[src/sv/sccc_pkg.sv]
// ----------------------------------------------------------------------------
// sccc_pkg
// Shared types and constants of the segment capsule collision check.
// ----------------------------------------------------------------------------
`default_nettype none

package sccc_pkg;

	localparam int RADIUS_WIDTH    = 12;
	localparam int RSQ_WIDTH       = 2 * RADIUS_WIDTH;
	localparam int CFG_INDEX_WIDTH = 3;
	localparam int QUEUE_DEPTH     = 4;

	typedef enum logic [CFG_INDEX_WIDTH-1:0] {
		REG_START_X        = 3'd0,
		REG_START_Y        = 3'd1,
		REG_START_Z        = 3'd2,
		REG_END_X          = 3'd3,
		REG_END_Y          = 3'd4,
		REG_END_Z          = 3'd5,
		REG_SWEEP_RADIUS   = 3'd6,
		REG_END_CELL_KNOWN = 3'd7
	} cfg_reg_t;

	// per-request flags carried through the queue
	typedef struct packed {
		logic test;
		logic last;
	} sccc_tag_t;

	localparam int TAG_WIDTH = $bits(sccc_tag_t);

	// accumulator selected by a multiplier result
	typedef enum logic [2:0] {
		ACC_NONE = 3'd0,
		ACC_SPH  = 3'd1,
		ACC_LSQ  = 3'd2,
		ACC_PP   = 3'd3,
		ACC_DOT  = 3'd4,
		ACC_WL   = 3'd5,
		ACC_WR   = 3'd6
	} acc_dst_t;

endpackage

`default_nettype wire

[src/sv/sccc_front.sv]
// ----------------------------------------------------------------------------
// sccc_front
// Accepts cell requests, drops free cells that close no query, tags the rest.
// ----------------------------------------------------------------------------
`default_nettype none

module sccc_front
	import sccc_pkg::*;
#(
	parameter int COORD_WIDTH = 16
) (
	input  wire logic                     s_tvalid,
	output logic                          s_tready,
	input  wire logic [3*COORD_WIDTH-1:0] s_cell,
	input  wire logic                     s_occupied,
	input  wire logic                     s_last,
	output logic                          push_valid,
	input  wire logic                     push_ready,
	output logic [3*COORD_WIDTH-1:0]      push_cell,
	output sccc_tag_t                     push_tag
);

	logic keep;

	assign keep       = s_occupied | s_last;
	assign s_tready   = push_ready;
	assign push_valid = s_tvalid & keep;
	assign push_cell  = s_cell;

	always_comb begin
		push_tag.test = s_occupied;
		push_tag.last = s_last;
	end

endmodule

`default_nettype wire

[src/sv/sccc_queue.sv]
// ----------------------------------------------------------------------------
// sccc_queue
// Small register FIFO between the front and the back.
// ----------------------------------------------------------------------------
`default_nettype none

module sccc_queue #(
	parameter int WIDTH = 8,
	parameter int DEPTH = 4
) (
	input  wire logic             clk,
	input  wire logic             arst_n,
	input  wire logic             in_valid,
	output logic                  in_ready,
	input  wire logic [WIDTH-1:0] in_data,
	output logic                  out_valid,
	input  wire logic             out_ready,
	output logic [WIDTH-1:0]      out_data
);

	localparam int PW = $clog2(DEPTH);
	localparam int CNTW = $clog2(DEPTH + 1);

	logic [WIDTH-1:0] mem_q [DEPTH];
	logic [PW-1:0]    wr_ptr_q;
	logic [PW-1:0]    rd_ptr_q;
	logic [CNTW-1:0]  count_q;
	logic             do_push;
	logic             do_pop;

	assign in_ready  = (count_q != CNTW'(DEPTH));
	assign out_valid = (count_q != '0);
	assign out_data  = mem_q[rd_ptr_q];
	assign do_push   = in_valid & in_ready;
	assign do_pop    = out_valid & out_ready;

	always_ff @(posedge clk) begin
		if (do_push) begin
			mem_q[wr_ptr_q] <= in_data;
		end
	end

	always_ff @(posedge clk or negedge arst_n) begin
		if (!arst_n) begin
			wr_ptr_q <= '0;
			rd_ptr_q <= '0;
			count_q  <= '0;
		end else begin
			if (do_push) begin
				wr_ptr_q <= (wr_ptr_q == PW'(DEPTH - 1)) ? '0 : wr_ptr_q + 1'b1;
			end
			if (do_pop) begin
				rd_ptr_q <= (rd_ptr_q == PW'(DEPTH - 1)) ? '0 : rd_ptr_q + 1'b1;
			end
			if (do_push && !do_pop) begin
				count_q <= count_q + 1'b1;
			end else if (do_pop && !do_push) begin
				count_q <= count_q - 1'b1;
			end
		end
	end

endmodule

`default_nettype wire

[src/sv/sccc_back.sv]
// ----------------------------------------------------------------------------
// sccc_back
// Configuration registers, shared-multiplier hit test, sticky flag, result.
// ----------------------------------------------------------------------------
`default_nettype none

module sccc_back
	import sccc_pkg::*;
#(
	parameter int COORD_WIDTH = 16,
	parameter int CFG_WIDTH   = 16
) (
	input  wire logic                       clk,
	input  wire logic                       arst_n,
	input  wire logic                       cfg_valid,
	input  wire logic [CFG_INDEX_WIDTH-1:0] cfg_index,
	input  wire logic [CFG_WIDTH-1:0]       cfg_data,
	input  wire logic                       q_valid,
	output logic                            q_ready,
	input  wire logic [3*COORD_WIDTH-1:0]   q_cell,
	input  wire sccc_tag_t                  q_tag,
	output logic                            out_valid,
	input  wire logic                       out_ready,
	output logic                            out_collision
);

	localparam int W  = COORD_WIDTH;
	localparam int H  = W + 1;
	localparam int SW = 2 * H;
	localparam int DW = SW + 1;
	localparam int AW = 4 * H;
	localparam int CW = (SW > RSQ_WIDTH) ? SW : RSQ_WIDTH;

	typedef enum logic [8:0] {
		ST_IDLE  = 9'b000000001,
		ST_PREP  = 9'b000000010,
		ST_MULA  = 9'b000000100,
		ST_EVAL  = 9'b000001000,
		ST_CHECK = 9'b000010000,
		ST_MULB  = 9'b000100000,
		ST_FLUSH = 9'b001000000,
		ST_CMP   = 9'b010000000,
		ST_DONE  = 9'b100000000
	} state_t;

	state_t state_q;

	logic signed [W-1:0]      start_q [3];
	logic signed [W-1:0]      end_q [3];
	logic [RADIUS_WIDTH-1:0]  radius_q;
	logic                     known_q;

	logic signed [W-1:0]      cell_q [3];
	sccc_tag_t                tag_q;
	logic                     hit_q;
	logic                     out_valid_q;
	logic                     out_coll_q;

	logic [1:0]               lane_q;
	logic [1:0]               grp_q;
	logic [2:0]               wstep_q;

	logic [H-1:0]             mec_q [3];
	logic [H-1:0]             md_q [3];
	logic [H-1:0]             mp_q [3];
	logic                     sd_q [3];
	logic                     sp_q [3];
	logic [RSQ_WIDTH-1:0]     rsq_q;

	logic [SW-1:0]            sph_q;
	logic [SW-1:0]            lsq_q;
	logic [SW-1:0]            pp_q;
	logic signed [DW-1:0]     dot_q;
	logic [SW-1:0]            wd_q;
	logic [SW-1:0]            dotm_q;
	logic [AW-1:0]            wl_q;
	logic [AW-1:0]            wr_q;

	logic [SW-1:0]            prod_s1;
	acc_dst_t                 dst_s1;
	logic                     neg_s1;
	logic [1:0]               sh_s1;

	logic signed [W:0]        ec_c [3];
	logic signed [W:0]        d_c [3];
	logic signed [W:0]        p_c [3];

	logic [H-1:0]             mul_a;
	logic [H-1:0]             mul_b;
	acc_dst_t                 iss_dst;
	logic                     iss_neg;
	logic [1:0]               iss_sh;
	logic [SW-1:0]            src_a;
	logic [SW-1:0]            src_b;

	logic [AW-1:0]            prod_wide;
	logic                     sph_hit;
	logic                     in_caps;
	logic                     near_axis;
	logic                     can_emit;
	logic                     emit;

	assign q_ready       = (state_q == ST_IDLE);
	assign out_valid     = out_valid_q;
	assign out_collision = out_coll_q;
	assign can_emit      = !out_valid_q || out_ready;
	assign emit          = (state_q == ST_DONE) && tag_q.last && can_emit;

	// configuration
	always_ff @(posedge clk or negedge arst_n) begin
		if (!arst_n) begin
			for (int k = 0; k < 3; k++) begin
				start_q[k] <= '0;
				end_q[k]   <= '0;
			end
			radius_q <= RADIUS_WIDTH'(128);
			known_q  <= 1'b1;
		end else if (cfg_valid) begin
			unique case (cfg_reg_t'(cfg_index))
				REG_START_X:        start_q[0] <= cfg_data[W-1:0];
				REG_START_Y:        start_q[1] <= cfg_data[W-1:0];
				REG_START_Z:        start_q[2] <= cfg_data[W-1:0];
				REG_END_X:          end_q[0]   <= cfg_data[W-1:0];
				REG_END_Y:          end_q[1]   <= cfg_data[W-1:0];
				REG_END_Z:          end_q[2]   <= cfg_data[W-1:0];
				REG_SWEEP_RADIUS:   radius_q   <= cfg_data[RADIUS_WIDTH-1:0];
				REG_END_CELL_KNOWN: known_q    <= cfg_data[0];
				default:            known_q    <= known_q;
			endcase
		end
	end

	// coordinate differences
	always_comb begin
		for (int k = 0; k < 3; k++) begin
			ec_c[k] = $signed({end_q[k][W-1], end_q[k]}) -
				$signed({cell_q[k][W-1], cell_q[k]});
			d_c[k]  = $signed({end_q[k][W-1], end_q[k]}) -
				$signed({start_q[k][W-1], start_q[k]});
			p_c[k]  = $signed({cell_q[k][W-1], cell_q[k]}) -
				$signed({start_q[k][W-1], start_q[k]});
		end
	end

	// multiplier operand select
	always_comb begin
		mul_a   = '0;
		mul_b   = '0;
		iss_dst = ACC_NONE;
		iss_neg = 1'b0;
		iss_sh  = 2'd0;
		src_a   = wstep_q[2] ? dotm_q : lsq_q;
		src_b   = wstep_q[2] ? dotm_q : wd_q;
		if (state_q == ST_MULA) begin
			case (grp_q)
				2'd0: begin
					mul_a   = mec_q[lane_q];
					mul_b   = mec_q[lane_q];
					iss_dst = ACC_SPH;
				end
				2'd1: begin
					mul_a   = md_q[lane_q];
					mul_b   = md_q[lane_q];
					iss_dst = ACC_LSQ;
				end
				2'd2: begin
					mul_a   = mp_q[lane_q];
					mul_b   = mp_q[lane_q];
					iss_dst = ACC_PP;
				end
				default: begin
					mul_a   = mp_q[lane_q];
					mul_b   = md_q[lane_q];
					iss_dst = ACC_DOT;
					iss_neg = sp_q[lane_q] ^ sd_q[lane_q];
				end
			endcase
		end else if (state_q == ST_MULB) begin
			mul_a   = wstep_q[1] ? src_a[SW-1:H] : src_a[H-1:0];
			mul_b   = wstep_q[0] ? src_b[SW-1:H] : src_b[H-1:0];
			iss_dst = wstep_q[2] ? ACC_WR : ACC_WL;
			iss_sh  = 2'(wstep_q[1]) + 2'(wstep_q[0]);
		end
	end

	always_ff @(posedge clk or negedge arst_n) begin
		if (!arst_n) begin
			dst_s1 <= ACC_NONE;
		end else begin
			dst_s1 <= iss_dst;
		end
	end

	always_ff @(posedge clk) begin
		prod_s1 <= SW'(mul_a) * SW'(mul_b);
		neg_s1  <= iss_neg;
		sh_s1   <= iss_sh;
	end

	always_comb begin
		case (sh_s1)
			2'd0:    prod_wide = AW'(prod_s1);
			2'd1:    prod_wide = AW'(prod_s1) << H;
			2'd2:    prod_wide = AW'(prod_s1) << (2 * H);
			default: prod_wide = '0;
		endcase
	end

	// decisions after the first pass
	always_comb begin
		sph_hit   = CW'(sph_q) < CW'(rsq_q);
		in_caps   = (lsq_q != '0) && !dot_q[DW-1] && (dot_q[SW-1:0] <= lsq_q);
		near_axis = CW'(pp_q) <= CW'(rsq_q);
	end

	// datapath registers
	always_ff @(posedge clk) begin
		if (state_q == ST_IDLE && q_valid) begin
			for (int k = 0; k < 3; k++) begin
				cell_q[k] <= q_cell[k*W +: W];
			end
			tag_q <= q_tag;
		end
		if (state_q == ST_PREP) begin
			for (int k = 0; k < 3; k++) begin
				mec_q[k] <= ec_c[k][W] ? unsigned'(-ec_c[k]) : unsigned'(ec_c[k]);
				md_q[k]  <= d_c[k][W] ? unsigned'(-d_c[k]) : unsigned'(d_c[k]);
				mp_q[k]  <= p_c[k][W] ? unsigned'(-p_c[k]) : unsigned'(p_c[k]);
				sd_q[k]  <= d_c[k][W];
				sp_q[k]  <= p_c[k][W];
			end
			rsq_q <= RSQ_WIDTH'(radius_q) * RSQ_WIDTH'(radius_q);
			sph_q <= '0;
			lsq_q <= '0;
			pp_q  <= '0;
			dot_q <= '0;
			wl_q  <= '0;
			wr_q  <= '0;
		end else begin
			case (dst_s1)
				ACC_SPH: sph_q <= sph_q + prod_s1;
				ACC_LSQ: lsq_q <= lsq_q + prod_s1;
				ACC_PP:  pp_q  <= pp_q + prod_s1;
				ACC_DOT: dot_q <= neg_s1 ? dot_q - $signed({1'b0, prod_s1})
					: dot_q + $signed({1'b0, prod_s1});
				ACC_WL:  wl_q  <= wl_q + prod_wide;
				ACC_WR:  wr_q  <= wr_q + prod_wide;
				default: wl_q  <= wl_q;
			endcase
		end
		if (state_q == ST_CHECK) begin
			wd_q   <= SW'(CW'(pp_q) - CW'(rsq_q));
			dotm_q <= dot_q[SW-1:0];
		end
	end

	// sequencer
	always_ff @(posedge clk or negedge arst_n) begin
		if (!arst_n) begin
			state_q     <= ST_IDLE;
			hit_q       <= 1'b0;
			out_valid_q <= 1'b0;
			out_coll_q  <= 1'b0;
			lane_q      <= '0;
			grp_q       <= '0;
			wstep_q     <= '0;
		end else begin
			if (emit) begin
				out_valid_q <= 1'b1;
			end else if (out_valid_q && out_ready) begin
				out_valid_q <= 1'b0;
			end
			unique case (state_q)
				ST_IDLE: begin
					if (q_valid) begin
						state_q <= (q_tag.test && !hit_q) ? ST_PREP : ST_DONE;
					end
				end
				ST_PREP: begin
					lane_q  <= '0;
					grp_q   <= '0;
					state_q <= ST_MULA;
				end
				ST_MULA: begin
					if (lane_q == 2'd2) begin
						lane_q <= '0;
						grp_q  <= grp_q + 1'b1;
						if (grp_q == 2'd3) begin
							state_q <= ST_EVAL;
						end
					end else begin
						lane_q <= lane_q + 1'b1;
					end
				end
				ST_EVAL: begin
					state_q <= ST_CHECK;
				end
				ST_CHECK: begin
					wstep_q <= '0;
					if (sph_hit || (in_caps && near_axis)) begin
						hit_q   <= 1'b1;
						state_q <= ST_DONE;
					end else if (in_caps) begin
						state_q <= ST_MULB;
					end else begin
						state_q <= ST_DONE;
					end
				end
				ST_MULB: begin
					wstep_q <= wstep_q + 1'b1;
					if (wstep_q == 3'd7) begin
						state_q <= ST_FLUSH;
					end
				end
				ST_FLUSH: begin
					state_q <= ST_CMP;
				end
				ST_CMP: begin
					if (wl_q <= wr_q) begin
						hit_q <= 1'b1;
					end
					state_q <= ST_DONE;
				end
				ST_DONE: begin
					if (!tag_q.last) begin
						state_q <= ST_IDLE;
					end else if (can_emit) begin
						out_coll_q  <= hit_q | ~known_q;
						hit_q       <= 1'b0;
						state_q     <= ST_IDLE;
					end
				end
				default: state_q <= ST_IDLE;
			endcase
		end
	end

endmodule

`default_nettype wire

[src/sv/segment_capsule_collision_check.sv]
// ----------------------------------------------------------------------------
// segment_capsule_collision_check
// Swept-segment (capsule) hit test over a stream of occupancy cells.
// ----------------------------------------------------------------------------
// channel   dir  handshake                  payload
// s_axis    in   s_axis_tvalid/tready       tdata cell xyz, tuser occupied, tlast
// m_axis    out  m_axis_tvalid/tready       tdata collision
// cfg       in   cfg_valid/cfg_ready        cfg_index, cfg_data
//
// Free cells that close no query pass the front at one per cycle unless the
// queue is full. The back takes one request at a time; a tested cell runs
// through a single shared multiplier, again when the wide cross-multiplied
// cylinder compare runs. Others skip it. A 4-entry queue decouples the two sides.
// Reset clears the control state; config resets to start=end=0, radius 128,
// end cell known. The result sits in an output register while work goes on.
// ----------------------------------------------------------------------------
`default_nettype none

module segment_capsule_collision_check
	import sccc_pkg::*;
#(
	parameter int COORD_WIDTH = 16,
	localparam int IN_TDATA_WIDTH = ((3 * COORD_WIDTH + 7) / 8) * 8,
	localparam int CFG_WIDTH = (COORD_WIDTH > RADIUS_WIDTH) ? COORD_WIDTH : RADIUS_WIDTH
) (
	input  wire logic                       clk,
	input  wire logic                       arst_n,
	input  wire logic                       s_axis_tvalid,
	output logic                            s_axis_tready,
	input  wire logic [IN_TDATA_WIDTH-1:0]  s_axis_tdata,  // cell_x, cell_y, cell_z
	input  wire logic                       s_axis_tuser,  // cell_occupied
	input  wire logic                       s_axis_tlast,
	output logic                            m_axis_tvalid,
	input  wire logic                       m_axis_tready,
	output logic [7:0]                      m_axis_tdata,  // collision
	input  wire logic                       cfg_valid,
	output logic                            cfg_ready,
	input  wire logic [CFG_INDEX_WIDTH-1:0] cfg_index,
	input  wire logic [CFG_WIDTH-1:0]       cfg_data
);

	localparam int CELL_W = 3 * COORD_WIDTH;
	localparam int QW = CELL_W + TAG_WIDTH;

	logic              push_valid;
	logic              push_ready;
	logic [CELL_W-1:0] push_cell;
	sccc_tag_t         push_tag;
	logic              q_valid;
	logic              q_ready;
	logic [QW-1:0]     q_data;
	logic              collision;

	assign cfg_ready    = 1'b1;
	assign m_axis_tdata = {7'b0, collision};

	sccc_front #(
		.COORD_WIDTH(COORD_WIDTH)
	) u_front (
		.s_tvalid  (s_axis_tvalid),
		.s_tready  (s_axis_tready),
		.s_cell    (s_axis_tdata[CELL_W-1:0]),
		.s_occupied(s_axis_tuser),
		.s_last    (s_axis_tlast),
		.push_valid(push_valid),
		.push_ready(push_ready),
		.push_cell (push_cell),
		.push_tag  (push_tag)
	);

	sccc_queue #(
		.WIDTH(QW),
		.DEPTH(QUEUE_DEPTH)
	) u_queue (
		.clk      (clk),
		.arst_n   (arst_n),
		.in_valid (push_valid),
		.in_ready (push_ready),
		.in_data  ({push_cell, push_tag}),
		.out_valid(q_valid),
		.out_ready(q_ready),
		.out_data (q_data)
	);

	sccc_back #(
		.COORD_WIDTH(COORD_WIDTH),
		.CFG_WIDTH  (CFG_WIDTH)
	) u_back (
		.clk          (clk),
		.arst_n       (arst_n),
		.cfg_valid    (cfg_valid),
		.cfg_index    (cfg_index),
		.cfg_data     (cfg_data),
		.q_valid      (q_valid),
		.q_ready      (q_ready),
		.q_cell       (q_data[QW-1:TAG_WIDTH]),
		.q_tag        (sccc_tag_t'(q_data[TAG_WIDTH-1:0])),
		.out_valid    (m_axis_tvalid),
		.out_ready    (m_axis_tready),
		.out_collision(collision)
	);

endmodule

`default_nettype wire
[config.mk]
export PLATFORM = sky130hd
export DESIGN_NAME = segment_capsule_collision_check
export DESIGN_NICKNAME = d
export VERILOG_FILES = /design/src/sv/sccc_pkg.sv /design/src/sv/sccc_front.sv /design/src/sv/sccc_queue.sv /design/src/sv/sccc_back.sv /design/src/sv/segment_capsule_collision_check.sv
export SDC_FILE = /design/constraint.sdc
export NUM_CORES = 2
export LEC_CHECK = 0
export ABC_AREA = 1
export BUFFER_PORTS_ARGS = -buffer_cell sky130_fd_sc_hd__buf_2
export CORE_MARGIN = 1.5
export CORE_UTILIZATION = 55
export CTS_BUF_LIST = sky130_fd_sc_hd__clkbuf_8
export CTS_CLUSTER_SIZE = 30
export DETAILED_ROUTE_END_ITERATION = 10
export PLACE_DENSITY = 0.71
export SETUP_SLACK_MARGIN = 0.3
export SLEW_MARGIN = 20
export SYNTH_ARGS = -nofsm -noshare
export SYNTH_HDL_FRONTEND = slang
export SYNTH_SLANG_ARGS = --single-unit
[constraint.sdc]
create_clock -name clk -period 12.2 [get_ports clk]
set_clock_uncertainty 0.2 [all_clocks]
set_input_delay 1.22 -clock clk [delete_from_list [all_inputs] [get_ports clk]]
set_output_delay 1.22 -clock clk [all_outputs]
set_load 0.05 [all_outputs]
# Word-level counts from Yosys, hierarchy flattened
# Memory sizes are Yosys's and may differ from the RTL's.
# Cells that the tools add are included.
word_totals:
  mem_bits_rw: 407
  output_inout_bits: 11
  reg_bits: 541
  input_bits: 74
  n_memories: 7
  word_cells: 227
op_classes:
  reduce_logical: 41
  magnitude_cmp: 4
  bitwise: 9
  eq_ne: 41
  multipliers: 2
  muxes: 57
  n_addsub: 34
memory_table:
  columns: ["memory", "words", "word_bits", "read_ports", "rd_ports_with_merged_regs", "wr", "line_no", "source"]
  rows:
  - ["u_queue.mem_q", 4, 50, 1, 0, 1, "sccc_queue.sv:24", "logic [WIDTH-1:0] mem_q [DEPTH];"]
  - ["u_back.md_q", 3, 17, 1, 0, 3, "sccc_back.sv:64", "logic [H-1:0] md_q [3];"]
  - ["u_back.mec_q", 3, 17, 1, 0, 3, "sccc_back.sv:63", "logic [H-1:0] mec_q [3];"]
  - ["u_back.mp_q", 3, 17, 1, 0, 3, "sccc_back.sv:65", "logic [H-1:0] mp_q [3];"]
  - ["u_back.cell_q", 3, 16, 3, 0, 3, "sccc_back.sv:53", "logic signed [W-1:0] cell_q [3];"]
  - ["u_back.sd_q", 3, 1, 1, 0, 3, "sccc_back.sv:66", "logic sd_q [3];"]
  - ["+1 memories", null, null, null, null, null, null, null]
op_table:
  columns: ["cell", "n"]
  rows:
  - ["17-bit two-way mux", 15]
  - ["68-bit case mux with 3 select lines", 1]
  - ["17-bit negator", 9]
  - ["16-bit by 16-bit subtractor with 17-bit output", 9]
  - ["68-bit adder", 2]
  - ["34-bit adder", 3]
  - ["9-bit two-way mux", 9]
  - ["9-bit case mux with 9 select lines", 1]
  - ["68-bit less-or-equal comparator", 1]
  - ["34-bit two-way mux", 2]
  - ["17-bit case mux with 2 select lines", 2]
  - ["35-bit adder", 1]
  - ["35-bit two-way mux", 1]
  - ["35-bit subtractor", 1]
  - ["34-bit by 24-bit less-or-equal comparator with 1-bit output", 1]
  - ["34-bit less-or-equal comparator", 1]
  - ["34-bit by 24-bit less-than comparator with 1-bit output", 1]
  - ["17-bit by 17-bit multiplier with 34-bit output", 1]
  - ["34-bit nonzero test", 1]
  - ["34-bit by 24-bit subtractor with 34-bit output", 1]
  - ["3-bit == test (second input constant)", 8]
  - ["12-bit by 12-bit multiplier with 24-bit output", 1]
  - ["2-bit AND reduction", 9]
  - ["2-bit == test (second input constant)", 6]
  - ["other kinds (41)", 101]

# Depth between registers and ports, before layout
depth:
  depth_word: 7
  mapped_depth: 37

# Hierarchy
# From an unflattened synthesis, not the netlist that was laid out.
hier_totals:
  hier_cells: 12157
  area_unflattened_um2: 87330.0
modules_own_cells:
  columns: ["mod", "area_per_inst_um2", "instances", "cells_each", "seq_area_each_um2"]
  rows:
  - ["sccc_back", 78535.3, 1, 11450, 18466.5]
  - ["sccc_queue", 8325.5, 1, 642, 6180.9]
  - ["sccc_front", 394.1, 1, 54, 0.0]
  - ["segment_capsule_collision_check", 75.1, 1, 11, 0.0]

# Worst setup path after synthesis
# OpenSTA, ideal clock, no wires.
synth_timing:
  kind: "register to register"
  startpoint: "reg u_back.state_q[2]"
  endpoint: "mem u_back.md_q[0][0] (netlist name) (enable)"
  path_stages_with_launch: 5
  arrival_time_ns: 6.102
  path_buffers: 1
  setup_ns: 0.618
  path_slack_ns: 5.280
  cell_sequence: "dfrtp_1 > nor2_1 > inv_1 > nor4_2 > clkbuf_1"
synth_lines:
  columns: ["item", "line_no", "source"]
  rows:
  - ["start, declared", "sccc_back.sv:46", "state_t state_q;"]
  - ["start signal, assigned", "sccc_back.sv:276", "state_q <= (q_tag.test && !hit_q) ? ST_PREP : ST_DONE;"]
  - ["end, declared", "sccc_back.sv:64", null]

# Worst setup path after layout
layout_timing:
  startpoint: "reg u_back.grp_q[0]"
  endpoint: "reg u_back.prod_s1[23]"
layout_via:
  elab_chain_len: 4
  elab_cells_between_ends: 8
layout_lines:
  columns: ["item", "line_no", "source"]
  rows:
  - ["start, declared", "sccc_back.sv:60", "logic [1:0] grp_q;"]
  - ["start signal, assigned", "sccc_back.sv:287", "grp_q <= grp_q + 1'b1;"]
  - ["2-bit by 1-bit == test with 1-bit output (tied with other cells)", "sccc_back.sv:155", "case (grp_q)"]
  - ["17-bit case mux with 2 select lines", "sccc_back.sv:155", null]
  - ["17-bit two-way mux", "sccc_back.sv:154", "if (state_q == ST_MULA) begin"]
  - ["17-bit by 17-bit multiplier with 34-bit output *", "sccc_back.sv:195", "prod_s1 <= SW'(mul_a) * SW'(mul_b);"]
  - ["end signal, assigned", "sccc_back.sv:195", null]
  - ["end, declared", "sccc_back.sv:79", "logic [SW-1:0] prod_s1;"]
# Mark *: on every way between the ends. The rest lies on a longest branch, timed or not.
# A chain may end at the register's enable or synchronous reset.

==> impl_metrics.csv <==
group,metric,value,unit
status,outcome,"finished with violations",
status,violations,"DRC",
worst_setup_path,critPathArrivalTime,8960,ps
clocking,htree_levels,4,
die,die_area,160000,sq um
cells_and_area,fillers,14800,
logic_synthesis,ys.flop_type,"edfxtp_1",
die,die_h,400,um
timing,worstMarginPinSlew,1150,ps
power,p_sw,9.43,mW
worst_setup_path,crit_required,12810,ps
power,power_density,204,nW/um^2
cells_and_area,syn2layout_area_growth,7.17,%
global_route,grt_pass1_wl,484000,um
clocking,clkTransAtPathRegs,70,ps
logic_synthesis,syn-cell-area,86700,sq um
drt,drtPass1Iterations,11,
worst_setup_path,crit_slowest_cell,"nor2_1",
timing,finalSetupViolations,0,
logic_synthesis,postSynthCellCount,12200,
logic_synthesis,yosysTopAreaCellShare,17.3,%
power,sw_frac_of_total,49.9,%
placed_design,placed_area,88900,sq um
cells_and_area,finalNonFillerCells,14500,
worst_setup_path,crit_type,"reg2reg",
timing,max-slew-margin-rel,23.6,%
cells_and_area,seqCellArea,24600,sq um
power,internal_power,9.49,mW
logic_synthesis,synth_area_leaders,"edfxtp_1 (17%), nand2_1 (13%), ha_1 (11%)",
logic_synthesis,async_reset_ff_share,14.6,%
timing,finalCriticalPeriod,8360,ps
die,rows,145,
clocking,clockBufferDepth,3,
power,leakage,47.2,nW
worst_setup_path,path_max_fanout,17,
power,peakVddDrop,0.336,mV
die,core-area,156000,sq um
cells_and_area,nets,13400,
clocking,postCtsSetupBuffers,0,
logic_synthesis,ys_warn_count,0,
cells_and_area,multi_input_area,52600,sq um
global_route,grt_use_total,40.2,%
clocking,cts-buffers-inserted,173,
timing,post-route-period-util,68.5,%
placed_design,gp_congestion,1.11,
global_route,antenna_found_initial,12,
clocking,cts_resized,0,
clocking,cts-root-buf,"clkbuf_8",
timing,slew_violations,0,
power,seqPwrFrac,27.0,%
worst_setup_path,cpLargestDelayFamily,"adder cells",
job,maxCapViolCount,0,
clocking,insertion_delay,1020,ps
worst_setup_path,critPathLaunchType,"register",
cells_and_area,post-route-util,59.4,%
drt,via_count,84900,
cells_and_area,finalInstanceArea,92900,sq um
drt,remaining_drc_errors,3,
die,die_w,400,um
timing,timing.fmax,0.120,GHz
global_route,grt_pass1_vias,80500,
logic_synthesis,synthDistinctLibCells,60,
timing,setup_tns,0,ps
drt,drt_iter0_markers,8936,
worst_setup_path,endpoint_kind,"register",
placed_design,io_buffers,76,
worst_setup_path,critPathLaunch,"u_back.grp_q[0]$_DFFE_PN0P_",
clocking,clkSinkCount,947,
logic_synthesis,ys_seq_elements,947,
clocking,cts_tree,"done",
logic_synthesis,syn_area_per_cell,7.08,sq um
worst_setup_path,critPathBufInv,5,
timing,hold_violations,0,
clocking,cts_hold_buffers,0,
die,io_pins,85,
die,initial_core_util,55.4,%
timing,rsz0062_at_grt,"false",
worst_setup_path,r2r_start,"u_back.grp_q[0]$_DFFE_PN0P_",
placed_design,dpl.hpwl,265000,um
drt,routed_wl,326000,um
hold_path,hold_class,"in2async",
power,combPwrFrac,54.8,%
drt,wire_per_inst,22.5,um
global_route,gr-total-overflow,0,
power,pwr-share-clk,18.2,%
worst_setup_path,cpPeakStageDelay,770,ps
cells_and_area,drive_above_1_share,4.36,%
placed_design,dp.cells,14200,
logic_synthesis,synth_edf_count,499,
drt,ant_nets,0,
global_route,grt_max_degree,147,
logic_synthesis,synth_seq_area_share,28.4,%
logic_synthesis,yosysTopAreaCell,"edfxtp_1",
drt,vias_per_cell,5.85,
cell usage after synthesis (38+ instances only):
cell type	n
nand4_1	173
o21bai_1	63
xor2_1	280
nor2_1	1222
fa_1	318
ha_1	746
nand3b_1	55
a21o_1	59
buf_2	73
clkbuf_1	160
or2_2	43
buf_4	38
o21ai_0	838
o22ai_1	96
nand3_1	644
dfrtp_1	135
inv_1	2157
o21a_1	55
nand2_1	2888
a21oi_1	866
dfxtp_1	310
o211ai_1	58
nor3_1	116
edfxtp_1	499
xnor2_1	88
area by class of cell:
| cell class | instances | area share (%) |
|---|---|---|
| Antenna cell | 10 | 0.0269 |
| Clock buffer | 195 | 2.89 |
| Clock inverter | 131 | 1.34 |
| Inverter | 2182 | 8.82 |
| Multi-Input combinational cell | 8834 | 56.6 |
| Sequential cell | 947 | 26.5 |
| Tap cell | 2058 | 2.77 |
| Timing Repair Buffer | 143 | 0.971 |
path summary, 6_finish.rpt:
path | end | slack (ps) | cells past startpoint
min in group clk | u_queue.mem_q[3][4]$_DFFE_PP_ | 220 | 1
worst max-delay path | u_back.prod_s1[23]$_DFF_P_ | 3840 | 26
worst min register to register | u_back.dotm_q[0]$_DFFE_PP_ | 270 | 0
max in group asynchronous | u_queue.rd_ptr_q[0]$_DFFE_PN0P_ | 10290 | 2
worst max register to register | u_back.prod_s1[23]$_DFF_P_ | 3840 | 26
worst min-delay path | u_back.end_q[28]$_DFFE_PN0P_ | 70 | 1
power groups by stage:
| stage | Sequential, mW | Clock (mW) | Combinational (mW) |
|---|---|---|---|
| 2_1_floorplan | 4.76 | 0 | 7.37 |
| 3_3_place_gp | 5.11 | 0 | 9.89 |
| 3_5_place_dp | 5.12 | 0 | 10.1 |
| 4_1_cts | 5.06 | 3.47 | 10.2 |
| 5_1_grt | 5.12 | 3.60 | 11.6 |
| 6_report | 5.10 | 3.45 | 10.4 |
cell usage in the layout (no fill, tap or decap), types with 9 or more instances in the layout:
| cell | synthesis | routed |
|---|---|---|
| a21boi_0 | 14 | 14 |
| a21o_1 | 59 | 59 |
| a21oi_1 | 866 | 866 |
| a22o_1 | 22 | 22 |
| a31oi_1 | 26 | 26 |
| buf_2 | 73 | 75 |
| buf_4 | 38 | 66 |
| bufinv_16 | 0 | 14 |
| clkbuf_8 | 0 | 195 |
| clkinv_1 | 3 | 24 |
| clkinv_16 | 0 | 9 |
| clkinv_2 | 0 | 21 |
| dfrtp_1 | 135 | 134 |
| dfxtp_1 | 310 | 310 |
| diode_2 | 0 | 10 |
| edfxtp_1 | 499 | 499 |
| fa_1 | 318 | 318 |
| ha_1 | 746 | 746 |
| inv_1 | 2157 | 2206 |
| inv_2 | 21 | 23 |
| nand2_1 | 2888 | 2888 |
| nand3_1 | 644 | 643 |
| nand3b_1 | 55 | 55 |
| nand4_1 | 173 | 173 |
| nor2_1 | 1222 | 1216 |
| nor2_2 | 9 | 9 |
| nor3_1 | 116 | 111 |
| nor3_2 | 7 | 11 |
| nor4_1 | 28 | 26 |
| o211ai_1 | 58 | 58 |
| o21a_1 | 55 | 55 |
| o21ai_0 | 838 | 838 |
| o21ai_1 | 26 | 26 |
| o21ai_2 | 14 | 14 |
| o21bai_1 | 63 | 63 |
| o221ai_1 | 11 | 11 |
| o22ai_1 | 96 | 96 |
| or2_2 | 43 | 43 |
| xnor2_1 | 88 | 88 |
| xor2_1 | 280 | 280 |
sequential cells by signal, indices dropped and copies added, names as in the netlist, 35 cells and up:
register	cells
u_back.mec_q	51
u_back.start_q	48
u_back.wr_q	68
u_back.dot_q	35
u_back.cell_q	48
u_back.end_q	48
u_back.md_q	51
u_queue.mem_q	200
u_back.mp_q	51
u_back.wl_q	68
per-stage QoR:
| step | setup WS [ps] | power, mW | hold slack, ps |
|---|---|---|---|
| floorplan | 5280 | 12.1 | 208 |
| global placement | 3970 | 15.0 | 222 |
| detailed placement | 3960 | 15.3 | 235 |
| CTS | 3900 | 18.7 | 49.6 |
| global route | 3300 | 20.3 | 110 |
| finish | 3840 | 18.9 | 69.3 |
logic make-up (layout without fill, tap and decap cells):
| family | count (synthesis) | after routing | share of synthesized area, % |
|---|---|---|---|
| and+or+nand+nor | 5211 | 5211 | 24.8 |
| muxes | 1 | 1 | 0.0130 |
| other | 2 | 18 | 0.00866 |
| AOI/OAI and AO/OA | 2180 | 2180 | 13.9 |
| DFF | 947 | 947 | 28.4 |
| buffers and inverters | 2465 | 2651 | 11.0 |
| xor gates and xnor gates | 370 | 370 | 3.76 |
| adders and majority gates | 1064 | 1064 | 18.1 |
layer usage:
metal | global-route usage (%) | vias up | wire (um)
met2 | 62.6 | 4156 | 142000
met5 | 0 | - | 71
met4 | 27.2 | 12 | 25900
li1 | - | 39800 | -
met1 | 49.9 | 39900 | 128000
met3 | 9.02 | 1054 | 30700
Note: power is estimated with default switching activity, not from simulation.
